`config.mk`:
```
export PLATFORM = sky130hd
export DESIGN_NAME = free_fly_camera_pose
export DESIGN_NICKNAME = d
export VERILOG_FILES = /design/src/rtl/fcp_pkg.sv /design/src/rtl/free_fly_camera_pose.sv
export SDC_FILE = /design/constraint.sdc
export NUM_CORES = 2
export LEC_CHECK = 0
export BUFFER_PORTS_ARGS = -buffer_cell sky130_fd_sc_hd__buf_2
export CAP_MARGIN = 20
export CORE_ASPECT_RATIO = 0.9
export CORE_MARGIN = 1
export CORE_UTILIZATION = 35
export DETAILED_ROUTE_END_ITERATION = 12
export SLEW_MARGIN = 25
export SYNTH_ARGS = -nofsm -noshare
export SYNTH_HDL_FRONTEND = slang
export SYNTH_SLANG_ARGS = --single-unit
```
`constraint.sdc`:
```
create_clock -name clk_i -period 34.6 [get_ports clk_i]
set_input_delay 5.19 -clock clk_i [delete_from_list [all_inputs] [get_ports clk_i]]
set_output_delay 5.19 -clock clk_i [all_outputs]
set_load 0.05 [all_outputs]
```
`src/rtl/fcp_pkg.sv`:
```
// Shared constants for the free-fly camera pose block: command codes, row codes,
// CORDIC gain and arc-tangent table. No dependencies.
package fcp_pkg;

  localparam int ANGLE_BITS_DEF = 16;
  localparam int POS_BITS_DEF   = 32;

  localparam int CORDIC_STEPS = 28;
  localparam int CW           = 34;

  localparam logic [2:0] CMD_LEFT  = 3'd0;
  localparam logic [2:0] CMD_FRONT = 3'd1;
  localparam logic [2:0] CMD_UP    = 3'd2;
  localparam logic [2:0] CMD_YAW   = 3'd3;
  localparam logic [2:0] CMD_PITCH = 3'd4;

  localparam logic [1:0] ROW_SIDE = 2'd0;
  localparam logic [1:0] ROW_UP   = 2'd1;
  localparam logic [1:0] ROW_BACK = 2'd2;

  localparam logic signed [CW-1:0] CORDIC_K = 34'sd652032874;

  // arctan(2^-i) as a fraction of a full turn (turn = 2^32)
  function automatic logic [31:0] atan_turn(input logic [4:0] idx);
    logic [31:0] v;
    case (idx)
      5'd0:  v = 32'h20000000;
      5'd1:  v = 32'h12E4051E;
      5'd2:  v = 32'h09FB385B;
      5'd3:  v = 32'h051111D4;
      5'd4:  v = 32'h028B0D43;
      5'd5:  v = 32'h0145D7E1;
      5'd6:  v = 32'h00A2F61E;
      5'd7:  v = 32'h00517C55;
      5'd8:  v = 32'h0028BE53;
      5'd9:  v = 32'h00145F2F;
      5'd10: v = 32'h000A2F98;
      5'd11: v = 32'h000517CC;
      5'd12: v = 32'h00028BE6;
      5'd13: v = 32'h000145F3;
      5'd14: v = 32'h0000A2FA;
      5'd15: v = 32'h0000517D;
      5'd16: v = 32'h000028BE;
      5'd17: v = 32'h0000145F;
      5'd18: v = 32'h00000A30;
      5'd19: v = 32'h00000518;
      5'd20: v = 32'h0000028C;
      5'd21: v = 32'h00000146;
      5'd22: v = 32'h000000A3;
      5'd23: v = 32'h00000051;
      5'd24: v = 32'h00000029;
      5'd25: v = 32'h00000014;
      5'd26: v = 32'h0000000A;
      5'd27: v = 32'h00000005;
      default: v = 32'h00000000;
    endcase
    return v;
  endfunction

endpackage

```
`src/rtl/free_fly_camera_pose.sv`:
```
// Free-fly camera pose: position, yaw and pitch, with look-at view matrix rows.
// The shared CORDIC stage runs 28 iterations for yaw and again for pitch, each
// with a load and a rounding step. A move updates the three position coordinates
// in turn on the shared multiply-accumulate unit. A turn does a reciprocal
// multiply for the divide by 45, then the phase update. The direction vectors
// are then computed on the multiply-accumulate unit, and each of the three rows
// takes a translation dot product on it before it is held on the output until
// taken. stall_o stays high from acceptance until the last row's transaction
// completes. After reset the block computes the initial direction vectors with
// stall_o high.
// Depends on fcp_pkg.
module free_fly_camera_pose #(
  parameter int ANGLE_BITS = fcp_pkg::ANGLE_BITS_DEF,
  parameter int POS_BITS   = fcp_pkg::POS_BITS_DEF
) (
  input  logic               clk_i,
  input  logic               rst_ni,
  input  logic               valid_i,
  output logic               stall_o,
  input  logic [2:0]         cmd_i,
  input  logic signed [15:0] amount_i,
  output logic               valid_o,
  input  logic               stall_i,
  output logic [1:0]         row_o,
  output logic signed [15:0] col_x_o,
  output logic signed [15:0] col_y_o,
  output logic signed [15:0] col_z_o,
  output logic signed [31:0] translation_o,
  output logic               last_o
);
  import fcp_pkg::*;

  localparam int PW    = POS_BITS + 16;
  localparam int AW    = POS_BITS + 18;
  localparam int XW    = AW + 18;
  localparam int NUM_W = ANGLE_BITS + 17;
  localparam int M_W   = ANGLE_BITS + 6;
  localparam int RS    = M_W + 6;

  localparam logic [3:0] ST_IDLE  = 4'd0;
  localparam logic [3:0] ST_MOVE  = 4'd1;
  localparam logic [3:0] ST_DIV   = 4'd2;
  localparam logic [3:0] ST_DAPP  = 4'd3;
  localparam logic [3:0] ST_CLOAD = 4'd4;
  localparam logic [3:0] ST_CORD  = 4'd5;
  localparam logic [3:0] ST_CFIN  = 4'd6;
  localparam logic [3:0] ST_DIRS  = 4'd7;
  localparam logic [3:0] ST_TRANS = 4'd8;
  localparam logic [3:0] ST_OUT   = 4'd9;

  localparam logic signed [AW-1:0] HALF14 = AW'(8192);
  localparam logic signed [AW-1:0] HALF6  = AW'(32);
  localparam logic signed [AW-1:0] Q_ONE  = AW'(16384);
  localparam logic signed [AW-1:0] Q_MONE = -Q_ONE;
  localparam logic signed [AW-1:0] PMAX   = AW'({1'b0, {(POS_BITS-1){1'b1}}});
  localparam logic signed [AW-1:0] PMIN   = -PMAX - AW'(1);
  localparam logic signed [XW-1:0] TMAX   = XW'(32'h7FFFFFFF);
  localparam logic signed [XW-1:0] TMIN   = -TMAX - XW'(1);
  localparam logic signed [CW-1:0] QTURN  = 34'sd1073741824;
  localparam logic signed [CW-1:0] HTURN  = 34'sd2147483648;
  localparam logic signed [CW-1:0] R16    = 34'sd32768;
  localparam logic signed [CW-1:0] C_ONE  = 34'sd16384;
  localparam logic signed [CW-1:0] C_MONE = -34'sd16384;
  localparam logic signed [NUM_W-1:0] TURN_BIAS = NUM_W'(46080);
  // ceil(2^RS / 45): exact floor(n / 45) for any n below 2^M_W
  localparam logic [M_W:0]   RECIP45  = (M_W+1)'(((64'd1 << RS) + 64'd44) / 64'd45);
  localparam logic [M_W-1:0] CEIL_ADJ = M_W'(44);

  logic [3:0]  state_q, state_d;
  logic [4:0]  step_q, step_d;
  logic [1:0]  row_q, row_d;
  logic        cs_q, cs_d;
  logic        init_q, init_d;
  logic signed [POS_BITS-1:0] pos_q [3];
  logic signed [POS_BITS-1:0] pos_d [3];
  logic [ANGLE_BITS-1:0] yaw_q, yaw_d, pitch_q, pitch_d;

  logic [2:0]         cmd_q, cmd_d;
  logic signed [15:0] amt_q, amt_d;
  logic signed [15:0] dir_q [9];
  logic signed [15:0] dir_d [9];
  logic signed [15:0] cp_q, cp_d;
  logic signed [CW-1:0] cx_q, cx_d, cy_q, cy_d, cz_q, cz_d;
  logic        flip_q, flip_d;
  logic signed [AW-1:0] acc_q, acc_d;
  logic [M_W-1:0] dq_q, dq_d;
  logic        neg_q, neg_d;
  logic [1:0]  row_o_d;
  logic signed [15:0] colx_d, coly_d, colz_d;
  logic signed [31:0] trans_d;
  logic        valid_d, last_d;

  // shared multiply-accumulate
  logic signed [15:0]       ma;
  logic signed [POS_BITS-1:0] mb;
  logic                     mneg, mclr;
  logic signed [PW-1:0]     prod;
  logic signed [AW-1:0]     acc_sum, rnd14, delta6, pos_sum;
  logic signed [15:0]       q14;
  logic signed [XW-1:0]     t_w;
  logic signed [31:0]       t_sat;
  logic signed [POS_BITS-1:0] pos_sel, pos_sat;

  // CORDIC
  logic [ANGLE_BITS-1:0] ph;
  logic [31:0]           ph32;
  logic signed [CW-1:0]  z0, dx, dy, at, xr, yr, xc, yc;
  logic signed [15:0]    c16, s16;

  // turn quotient
  logic signed [NUM_W-1:0] num;
  logic signed [M_W-1:0]   m_val;
  logic [2*M_W:0]          qprod;
  logic [M_W-1:0]          qf;

  assign prod    = PW'(ma) * PW'(mb);
  assign acc_sum = (mclr ? '0 : acc_q) + (mneg ? -AW'(prod) : AW'(prod));
  assign rnd14   = (acc_sum + HALF14) >>> 14;
  assign q14     = (rnd14 > Q_ONE) ? 16'sd16384 :
                   (rnd14 < Q_MONE) ? -16'sd16384 : $signed(rnd14[15:0]);
  assign delta6  = (acc_sum + HALF6) >>> 6;
  assign pos_sel = pos_q[step_q[1:0]];
  assign pos_sum = AW'(pos_sel) + delta6;
  assign pos_sat = (pos_sum > PMAX) ? PMAX[POS_BITS-1:0] :
                   (pos_sum < PMIN) ? PMIN[POS_BITS-1:0] : pos_sum[POS_BITS-1:0];
  assign t_w     = XW'(rnd14);
  assign t_sat   = (t_w > TMAX) ? 32'sh7FFFFFFF :
                   (t_w < TMIN) ? 32'sh80000000 : $signed(t_w[31:0]);

  assign ph   = cs_q ? pitch_q : yaw_q;
  assign ph32 = {ph, {(32-ANGLE_BITS){1'b0}}};
  assign z0   = CW'($signed(ph32));
  assign dx   = cy_q >>> step_q;
  assign dy   = cx_q >>> step_q;
  assign at   = $signed({2'b00, atan_turn(step_q)});
  assign xr   = (cx_q + R16) >>> 16;
  assign yr   = (cy_q + R16) >>> 16;
  assign xc   = (xr > C_ONE) ? C_ONE : (xr < C_MONE) ? C_MONE : xr;
  assign yc   = (yr > C_ONE) ? C_ONE : (yr < C_MONE) ? C_MONE : yr;
  assign c16  = flip_q ? -xc[15:0] : xc[15:0];
  assign s16  = flip_q ? -yc[15:0] : yc[15:0];

  // floor(num / 92160) = floor(floor(num / 2048) / 45)
  assign num   = (NUM_W'(amount_i) <<< ANGLE_BITS) + TURN_BIAS;
  assign m_val = M_W'(num >>> 11);
  assign qprod = (2*M_W+1)'(dq_q) * (2*M_W+1)'(RECIP45);
  assign qf    = neg_q ? M_W'(-dq_q) : dq_q;

  always_comb begin
    state_d = state_q;
    step_d  = step_q;
    row_d   = row_q;
    cs_d    = cs_q;
    init_d  = init_q;
    pos_d   = pos_q;
    yaw_d   = yaw_q;
    pitch_d = pitch_q;
    cmd_d   = cmd_q;
    amt_d   = amt_q;
    dir_d   = dir_q;
    cp_d    = cp_q;
    cx_d    = cx_q;
    cy_d    = cy_q;
    cz_d    = cz_q;
    flip_d  = flip_q;
    acc_d   = acc_q;
    dq_d    = dq_q;
    neg_d   = neg_q;
    row_o_d = row_o;
    colx_d  = col_x_o;
    coly_d  = col_y_o;
    colz_d  = col_z_o;
    trans_d = translation_o;
    valid_d = valid_o;
    last_d  = last_o;
    ma      = '0;
    mb      = '0;
    mneg    = 1'b0;
    mclr    = 1'b1;

    unique case (state_q)
      ST_IDLE: begin
        if (valid_i) begin
          cmd_d  = cmd_i;
          amt_d  = amount_i;
          neg_d  = m_val[M_W-1];
          // negative: floor(m / 45) = -floor((|m| + 44) / 45)
          dq_d   = m_val[M_W-1] ? M_W'(-m_val) + CEIL_ADJ : M_W'(m_val);
          step_d = '0;
          cs_d   = 1'b0;
          unique case (cmd_i) inside
            CMD_LEFT, CMD_FRONT, CMD_UP: state_d = ST_MOVE;
            CMD_YAW, CMD_PITCH:          state_d = ST_DIV;
            default:                     state_d = ST_CLOAD;
          endcase
        end
      end
      ST_MOVE: begin
        mb = POS_BITS'(amt_q);
        case (cmd_q)
          CMD_LEFT: begin
            case (step_q[1:0])
              2'd0:    ma = dir_q[3];
              2'd1:    ma = dir_q[4];
              default: ma = dir_q[5];
            endcase
          end
          CMD_FRONT: begin
            case (step_q[1:0])
              2'd0: begin
                ma   = dir_q[5];
                mneg = 1'b1;
              end
              2'd1:    ma = '0;
              default: ma = dir_q[3];
            endcase
          end
          default: begin
            case (step_q[1:0])
              2'd0:    ma = dir_q[6];
              2'd1:    ma = dir_q[7];
              default: ma = dir_q[8];
            endcase
          end
        endcase
        pos_d[step_q[1:0]] = pos_sat;
        if (step_q == 5'd2) begin
          step_d  = '0;
          state_d = ST_CLOAD;
        end else begin
          step_d = step_q + 5'd1;
        end
      end
      ST_DIV: begin
        dq_d    = M_W'(qprod[2*M_W:RS]);
        state_d = ST_DAPP;
      end
      ST_DAPP: begin
        if (cmd_q == CMD_YAW) begin
          yaw_d = yaw_q + qf[ANGLE_BITS-1:0];
        end else begin
          pitch_d = pitch_q + qf[ANGLE_BITS-1:0];
        end
        state_d = ST_CLOAD;
      end
      ST_CLOAD: begin
        cx_d   = CORDIC_K;
        cy_d   = '0;
        step_d = '0;
        if (z0 > QTURN) begin
          cz_d   = z0 - HTURN;
          flip_d = 1'b1;
        end else if (z0 < -QTURN) begin
          cz_d   = z0 + HTURN;
          flip_d = 1'b1;
        end else begin
          cz_d   = z0;
          flip_d = 1'b0;
        end
        state_d = ST_CORD;
      end
      ST_CORD: begin
        if (!cz_q[CW-1]) begin
          cx_d = cx_q - dx;
          cy_d = cy_q + dy;
          cz_d = cz_q - at;
        end else begin
          cx_d = cx_q + dx;
          cy_d = cy_q - dy;
          cz_d = cz_q + at;
        end
        if (step_q == 5'(CORDIC_STEPS-1)) begin
          state_d = ST_CFIN;
        end else begin
          step_d = step_q + 5'd1;
        end
      end
      ST_CFIN: begin
        if (!cs_q) begin
          dir_d[3] = c16;
          dir_d[5] = -s16;
          cs_d     = 1'b1;
          state_d  = ST_CLOAD;
        end else begin
          dir_d[1] = s16;
          cp_d     = c16;
          step_d   = '0;
          state_d  = ST_DIRS;
        end
      end
      ST_DIRS: begin
        // front = (cp*sy, sp, cp*cy), up = front x left
        case (step_q[2:0])
          3'd0: begin
            ma       = cp_q;
            mb       = POS_BITS'(dir_q[5]);
            mneg     = 1'b1;
            dir_d[0] = q14;
            dir_d[4] = '0;
          end
          3'd1: begin
            ma       = cp_q;
            mb       = POS_BITS'(dir_q[3]);
            dir_d[2] = q14;
          end
          3'd2: begin
            ma       = dir_q[1];
            mb       = POS_BITS'(dir_q[5]);
            dir_d[6] = q14;
          end
          3'd3: begin
            ma = dir_q[2];
            mb = POS_BITS'(dir_q[3]);
          end
          3'd4: begin
            ma       = dir_q[0];
            mb       = POS_BITS'(dir_q[5]);
            mneg     = 1'b1;
            mclr     = 1'b0;
            dir_d[7] = q14;
          end
          default: begin
            ma       = dir_q[1];
            mb       = POS_BITS'(dir_q[3]);
            mneg     = 1'b1;
            dir_d[8] = q14;
          end
        endcase
        acc_d = acc_sum;
        if (step_q == 5'd5) begin
          step_d = '0;
          row_d  = ROW_SIDE;
          if (init_q) begin
            init_d  = 1'b0;
            state_d = ST_IDLE;
          end else begin
            state_d = ST_TRANS;
          end
        end else begin
          step_d = step_q + 5'd1;
        end
      end
      ST_TRANS: begin
        mb   = pos_sel;
        mclr = (step_q == 5'd0);
        mneg = (row_q == ROW_UP);
        case (row_q)
          ROW_SIDE: begin
            case (step_q[1:0])
              2'd0:    ma = dir_q[3];
              2'd1:    ma = dir_q[4];
              default: ma = dir_q[5];
            endcase
          end
          ROW_UP: begin
            case (step_q[1:0])
              2'd0:    ma = dir_q[6];
              2'd1:    ma = dir_q[7];
              default: ma = dir_q[8];
            endcase
          end
          default: begin
            case (step_q[1:0])
              2'd0:    ma = dir_q[0];
              2'd1:    ma = dir_q[1];
              default: ma = dir_q[2];
            endcase
          end
        endcase
        acc_d = acc_sum;
        if (step_q == 5'd2) begin
          row_o_d = row_q;
          trans_d = t_sat;
          last_d  = (row_q == ROW_BACK);
          valid_d = 1'b1;
          case (row_q)
            ROW_SIDE: begin
              colx_d = -dir_q[3];
              coly_d = -dir_q[4];
              colz_d = -dir_q[5];
            end
            ROW_UP: begin
              colx_d = dir_q[6];
              coly_d = dir_q[7];
              colz_d = dir_q[8];
            end
            default: begin
              colx_d = -dir_q[0];
              coly_d = -dir_q[1];
              colz_d = -dir_q[2];
            end
          endcase
          state_d = ST_OUT;
        end else begin
          step_d = step_q + 5'd1;
        end
      end
      ST_OUT: begin
        if (!stall_i) begin
          valid_d = 1'b0;
          step_d  = '0;
          if (row_q == ROW_BACK) begin
            state_d = ST_IDLE;
          end else begin
            row_d   = row_q + 2'd1;
            state_d = ST_TRANS;
          end
        end
      end
      default: state_d = ST_IDLE;
    endcase
  end

  always_ff @(posedge clk_i or negedge rst_ni) begin
    if (!rst_ni) begin
      state_q  <= ST_CLOAD;
      step_q   <= '0;
      row_q    <= ROW_SIDE;
      cs_q     <= 1'b0;
      init_q   <= 1'b1;
      valid_o  <= 1'b0;
      pos_q[0] <= POS_BITS'(10) <<< 16;
      pos_q[1] <= POS_BITS'(5) <<< 16;
      pos_q[2] <= POS_BITS'(35) <<< 16;
      yaw_q    <= {1'b1, {(ANGLE_BITS-1){1'b0}}};
      pitch_q  <= '0;
    end else begin
      state_q <= state_d;
      step_q  <= step_d;
      row_q   <= row_d;
      cs_q    <= cs_d;
      init_q  <= init_d;
      valid_o <= valid_d;
      pos_q   <= pos_d;
      yaw_q   <= yaw_d;
      pitch_q <= pitch_d;
    end
  end

  always_ff @(posedge clk_i) begin
    cmd_q         <= cmd_d;
    amt_q         <= amt_d;
    dir_q         <= dir_d;
    cp_q          <= cp_d;
    cx_q          <= cx_d;
    cy_q          <= cy_d;
    cz_q          <= cz_d;
    flip_q        <= flip_d;
    acc_q         <= acc_d;
    dq_q          <= dq_d;
    neg_q         <= neg_d;
    row_o         <= row_o_d;
    col_x_o       <= colx_d;
    col_y_o       <= coly_d;
    col_z_o       <= colz_d;
    translation_o <= trans_d;
    last_o        <= last_d;
  end

  assign stall_o = (state_q != ST_IDLE);

`ifndef SYNTHESIS
  a_busy_while_out: assert property (@(posedge clk_i) disable iff (!rst_ni)
    valid_o |-> stall_o) else $error("result shown while accepting input");
  a_accept_busy: assert property (@(posedge clk_i) disable iff (!rst_ni)
    (valid_i && !stall_o) |=> (stall_o && !valid_o))
    else $error("not busy after accepting a command");
  a_last_frees: assert property (@(posedge clk_i) disable iff (!rst_ni)
    (valid_o && !stall_i && last_o) |=> (!stall_o && !valid_o))
    else $error("not idle after last row");
  a_row_gap: assert property (@(posedge clk_i) disable iff (!rst_ni)
    (valid_o && !stall_i && !last_o) |=> (!valid_o && stall_o))
    else $error("row transaction not followed by row computation");
`endif

endmodule
```
==> impl_metrics.py <==
metrics = {
    "run_status": {
        "status": "complete, no violations",
    },
    "floorplan": {
        "die_w_um": 483,
        "io_pins": 108,
        "die_h_um": 435,
        "die-area_um2": 210000,
        "initial_core_util_pct": 35.3,
        "row_count": 158,
        "fp.coreArea_um2": 207000,
    },
    "global_routing": {
        "grt_pass1_wl_mm": 375,
        "overflow": 0,
        "grt_max_degree": 84,
        "grt_usage_pct": 23.1,
        "first_global_vias": 60478,
        "grt_antenna_before_repair": 10,
    },
    "logic_synthesis": {
        "synthDistinctLibCells": 115,
        "ys_warn_count": 0,
        "ys.flop_type": "edfxtp_1",
        "synth_cells": 8293,
        "ys_seq_area_share_pct": 22.2,
        "synth_area_um2": 72900,
        "avgSynthCellArea_um2": 8.79,
        "synth-seq-cells": 563,
        "syn_nets": 9502,
        "synthArstFlopShare_pct": 25.2,
        "synth_edf_count": 421,
    },
    "clock_network": {
        "cts.htree.levels": 3,
        "clock-sinks": 563,
        "clk_pin_slew_ns": 0.06,
        "cts-root-buf": "clkbuf_16",
        "clock_latency_ns": 0.73,
        "cts_resized": 0,
        "post-cts-setup-buffer-count": 0,
        "cts_tree": "yes",
        "hold_buffers": 0,
        "numCtsBuffers": 75,
        "cts_buffer_depth": 3,
    },
    "worst_setup_path": {
        "r2r_cells": 58,
        "worstReg2RegStart": "step_q[0]",
        "cp_top_family": "simple AND/OR/NAND/NOR gates",
        "r2r-end": "pos_q[0]",
        "worstPathMaxFanout": 83,
        "worst_path_max_delay_cell": "or3_1",
        "rrSetupSlack_ns": 15.77,
        "end_kind": "flop",
        "cp_num_cells": 58,
        "slowest_delay_ns": 0.92,
        "worst_ep_required_time_ns": 35.15,
        "path_buf_inv": 7,
        "cp-start-kind": "flop",
        "crit_end": "pos_q[0]",
        "crit_start": "step_q[0]",
        "cp.arrival_ns": 19.37,
        "critPathKind": "flop to flop",
    },
    "sta": {
        "max_freq_ghz": 0.0531,
        "period_needed_ns": 18.83,
        "fin_skew_ns": 0.0487,
        "grt_setup_unrepaired": "false",
        "fin_setup_tns_ns": 0,
        "finalCritPeriodShare_pct": 54.4,
        "tightest_slew_ns": 1.21,
        "hold_ws_ns": 0.477,
        "slew_viol_final": 0,
        "hold_violations": 0,
        "setup_viol": 0,
        "slew_headroom_pct": 18.5,
    },
    "job": {
        "drv_cap": 0,
    },
    "cells_and_area": {
        "utilization_pct": 38.3,
        "drive_gt1_share_pct": 7.19,
        "layout_common_cells": "nand2_1 (938), inv_1 (889), nor2_1 (706)",
        "synthToLayoutAreaGrowth_pct": 8.41,
        "layout_commonest_cell": "nand2_1",
        "final_nets": 9404,
    },
    "hold_path": {
        "hold_class": "flop to flop",
    },
    "detailed_routing": {
        "routed-via-count": 62223,
        "drtIter0Drc": 7025,
        "first_pass_iters": 9,
        "drc": 0,
        "vias_per_cell": 5.67,
        "ant_nets": 0,
        "wirelength_mm": 246,
        "wl_per_cell_um": 22.4,
    },
    "placement": {
        "dp_hpwl_mm": 196,
        "place_congestion": 0.995,
        "portBuffers": 107,
    },
}
==> how the worst min path moves through the flow <==
stage / slack, ns / startpoint / to / depth (start not counted)
after floorplan: 0.44 / pos_q[0] / pos_q[0] / 2
after global placement: 0.46 / pos_q[65] / pos_q[65] / 2
after detailed placement: 0.47 / pos_q[73] / pos_q[73] / 2
after CTS: 0.48 / pos_q[73] / pos_q[73] / 2
after global routing: 0.49 / pos_q[67] / pos_q[67] / 2
final: 0.48 / pos_q[80] / pos_q[80] / 2
==> metrics by stage <==
| step | instance area [um^2] | setup slack (ns) | instances |
|---|---|---|---|
| after global placement | 76400 | 16.43 | 10837 |
| after CTS | 79000 | 16.28 | 10976 |
| after global routing | 79000 | 14.89 | 10980 |
| after detailed placement | 76400 | 16.34 | 10838 |
| final | 79000 | 15.77 | 10983 |
| after floorplan | 72900 | 18.39 | 8293 |
==> worst register-to-register path: cells and delay by family (launching register included) <==
kind	cells	cell delay, ns
compound gates	17	4.82
fa+ha+maj	11	4.70
buf+inv	7	1.64
flops	1	0.58
xor+xnor	4	1.31
simple gates	19	5.63
==> state kept, by name (all words and copies together), names as in the netlist, 5 cells and up <==
signal and flops:
cx_q 34, pos_q 96, dq_q 22, step_q 5, amt_q 16, cz_q 34, col_x_o 16, yaw_q 16
col_y_o 16, acc_q 50, dir_q 128, col_z_o 16, pitch_q 16, cp_q 16, translation_o 32, cy_q 34
==> final cells by class <==
type	count	area, um^2
antenna	7	17.5
fill	20743	128000
sequential	563	16200
tap	2720	3400
multi-input combinational	6440	52100
timing repair buffer	219	1410
clock buffer	96	2040
inverter	896	3360
clock inverter	42	536
==> routing by layer <==
metal / GRT usage, % / routed length [um] / vias to the layer above
met4: 8.21 / 9240 / 4
li1: - / - / 28406
met3: 5.36 / 24500 / 330
met2: 33.2 / 101000 / 2795
met1: 33.5 / 111000 / 30688
met5: 0 / 23 / -
==> logic make-up after synthesis <==
| logic type | after synthesis | synth area share [%] |
|---|---|---|
| buffers and inverters | 1290 | 6.71 |
| and+or+nand+nor | 2669 | 17.1 |
| other | 1 | 0.00514 |
| adders and majority gates | 1186 | 26.8 |
| muxes | 208 | 4.48 |
| xor gates and xnor gates | 577 | 6.94 |
| AOI/OAI and AO/OA | 1799 | 15.8 |
| DFF | 563 | 22.2 |
==> cell usage after synthesis (all sizes together) (120+ instances only) <==
| master | n | area, um^2 |
|---|---|---|
| dfrtp | 132 | 3300 |
| ha | 563 | 7040 |
| nand3 | 141 | 721 |
| and2 | 151 | 945 |
| nand2 | 943 | 3540 |
| o21ai | 532 | 2660 |
| nor2 | 711 | 2670 |
| edfxtp | 421 | 12600 |
| fa | 623 | 12500 |
| a21o | 129 | 968 |
| a21oi | 454 | 2280 |
| inv | 892 | 3350 |
| nand2b | 120 | 751 |
| clkbuf | 326 | 1220 |
| nor3 | 164 | 831 |
| xnor2 | 358 | 3140 |
| xor2 | 219 | 1920 |
Power is left out: the tool's default activity adds up to more than one toggle a clock period on the data nets, which glitch-free logic cannot reach.
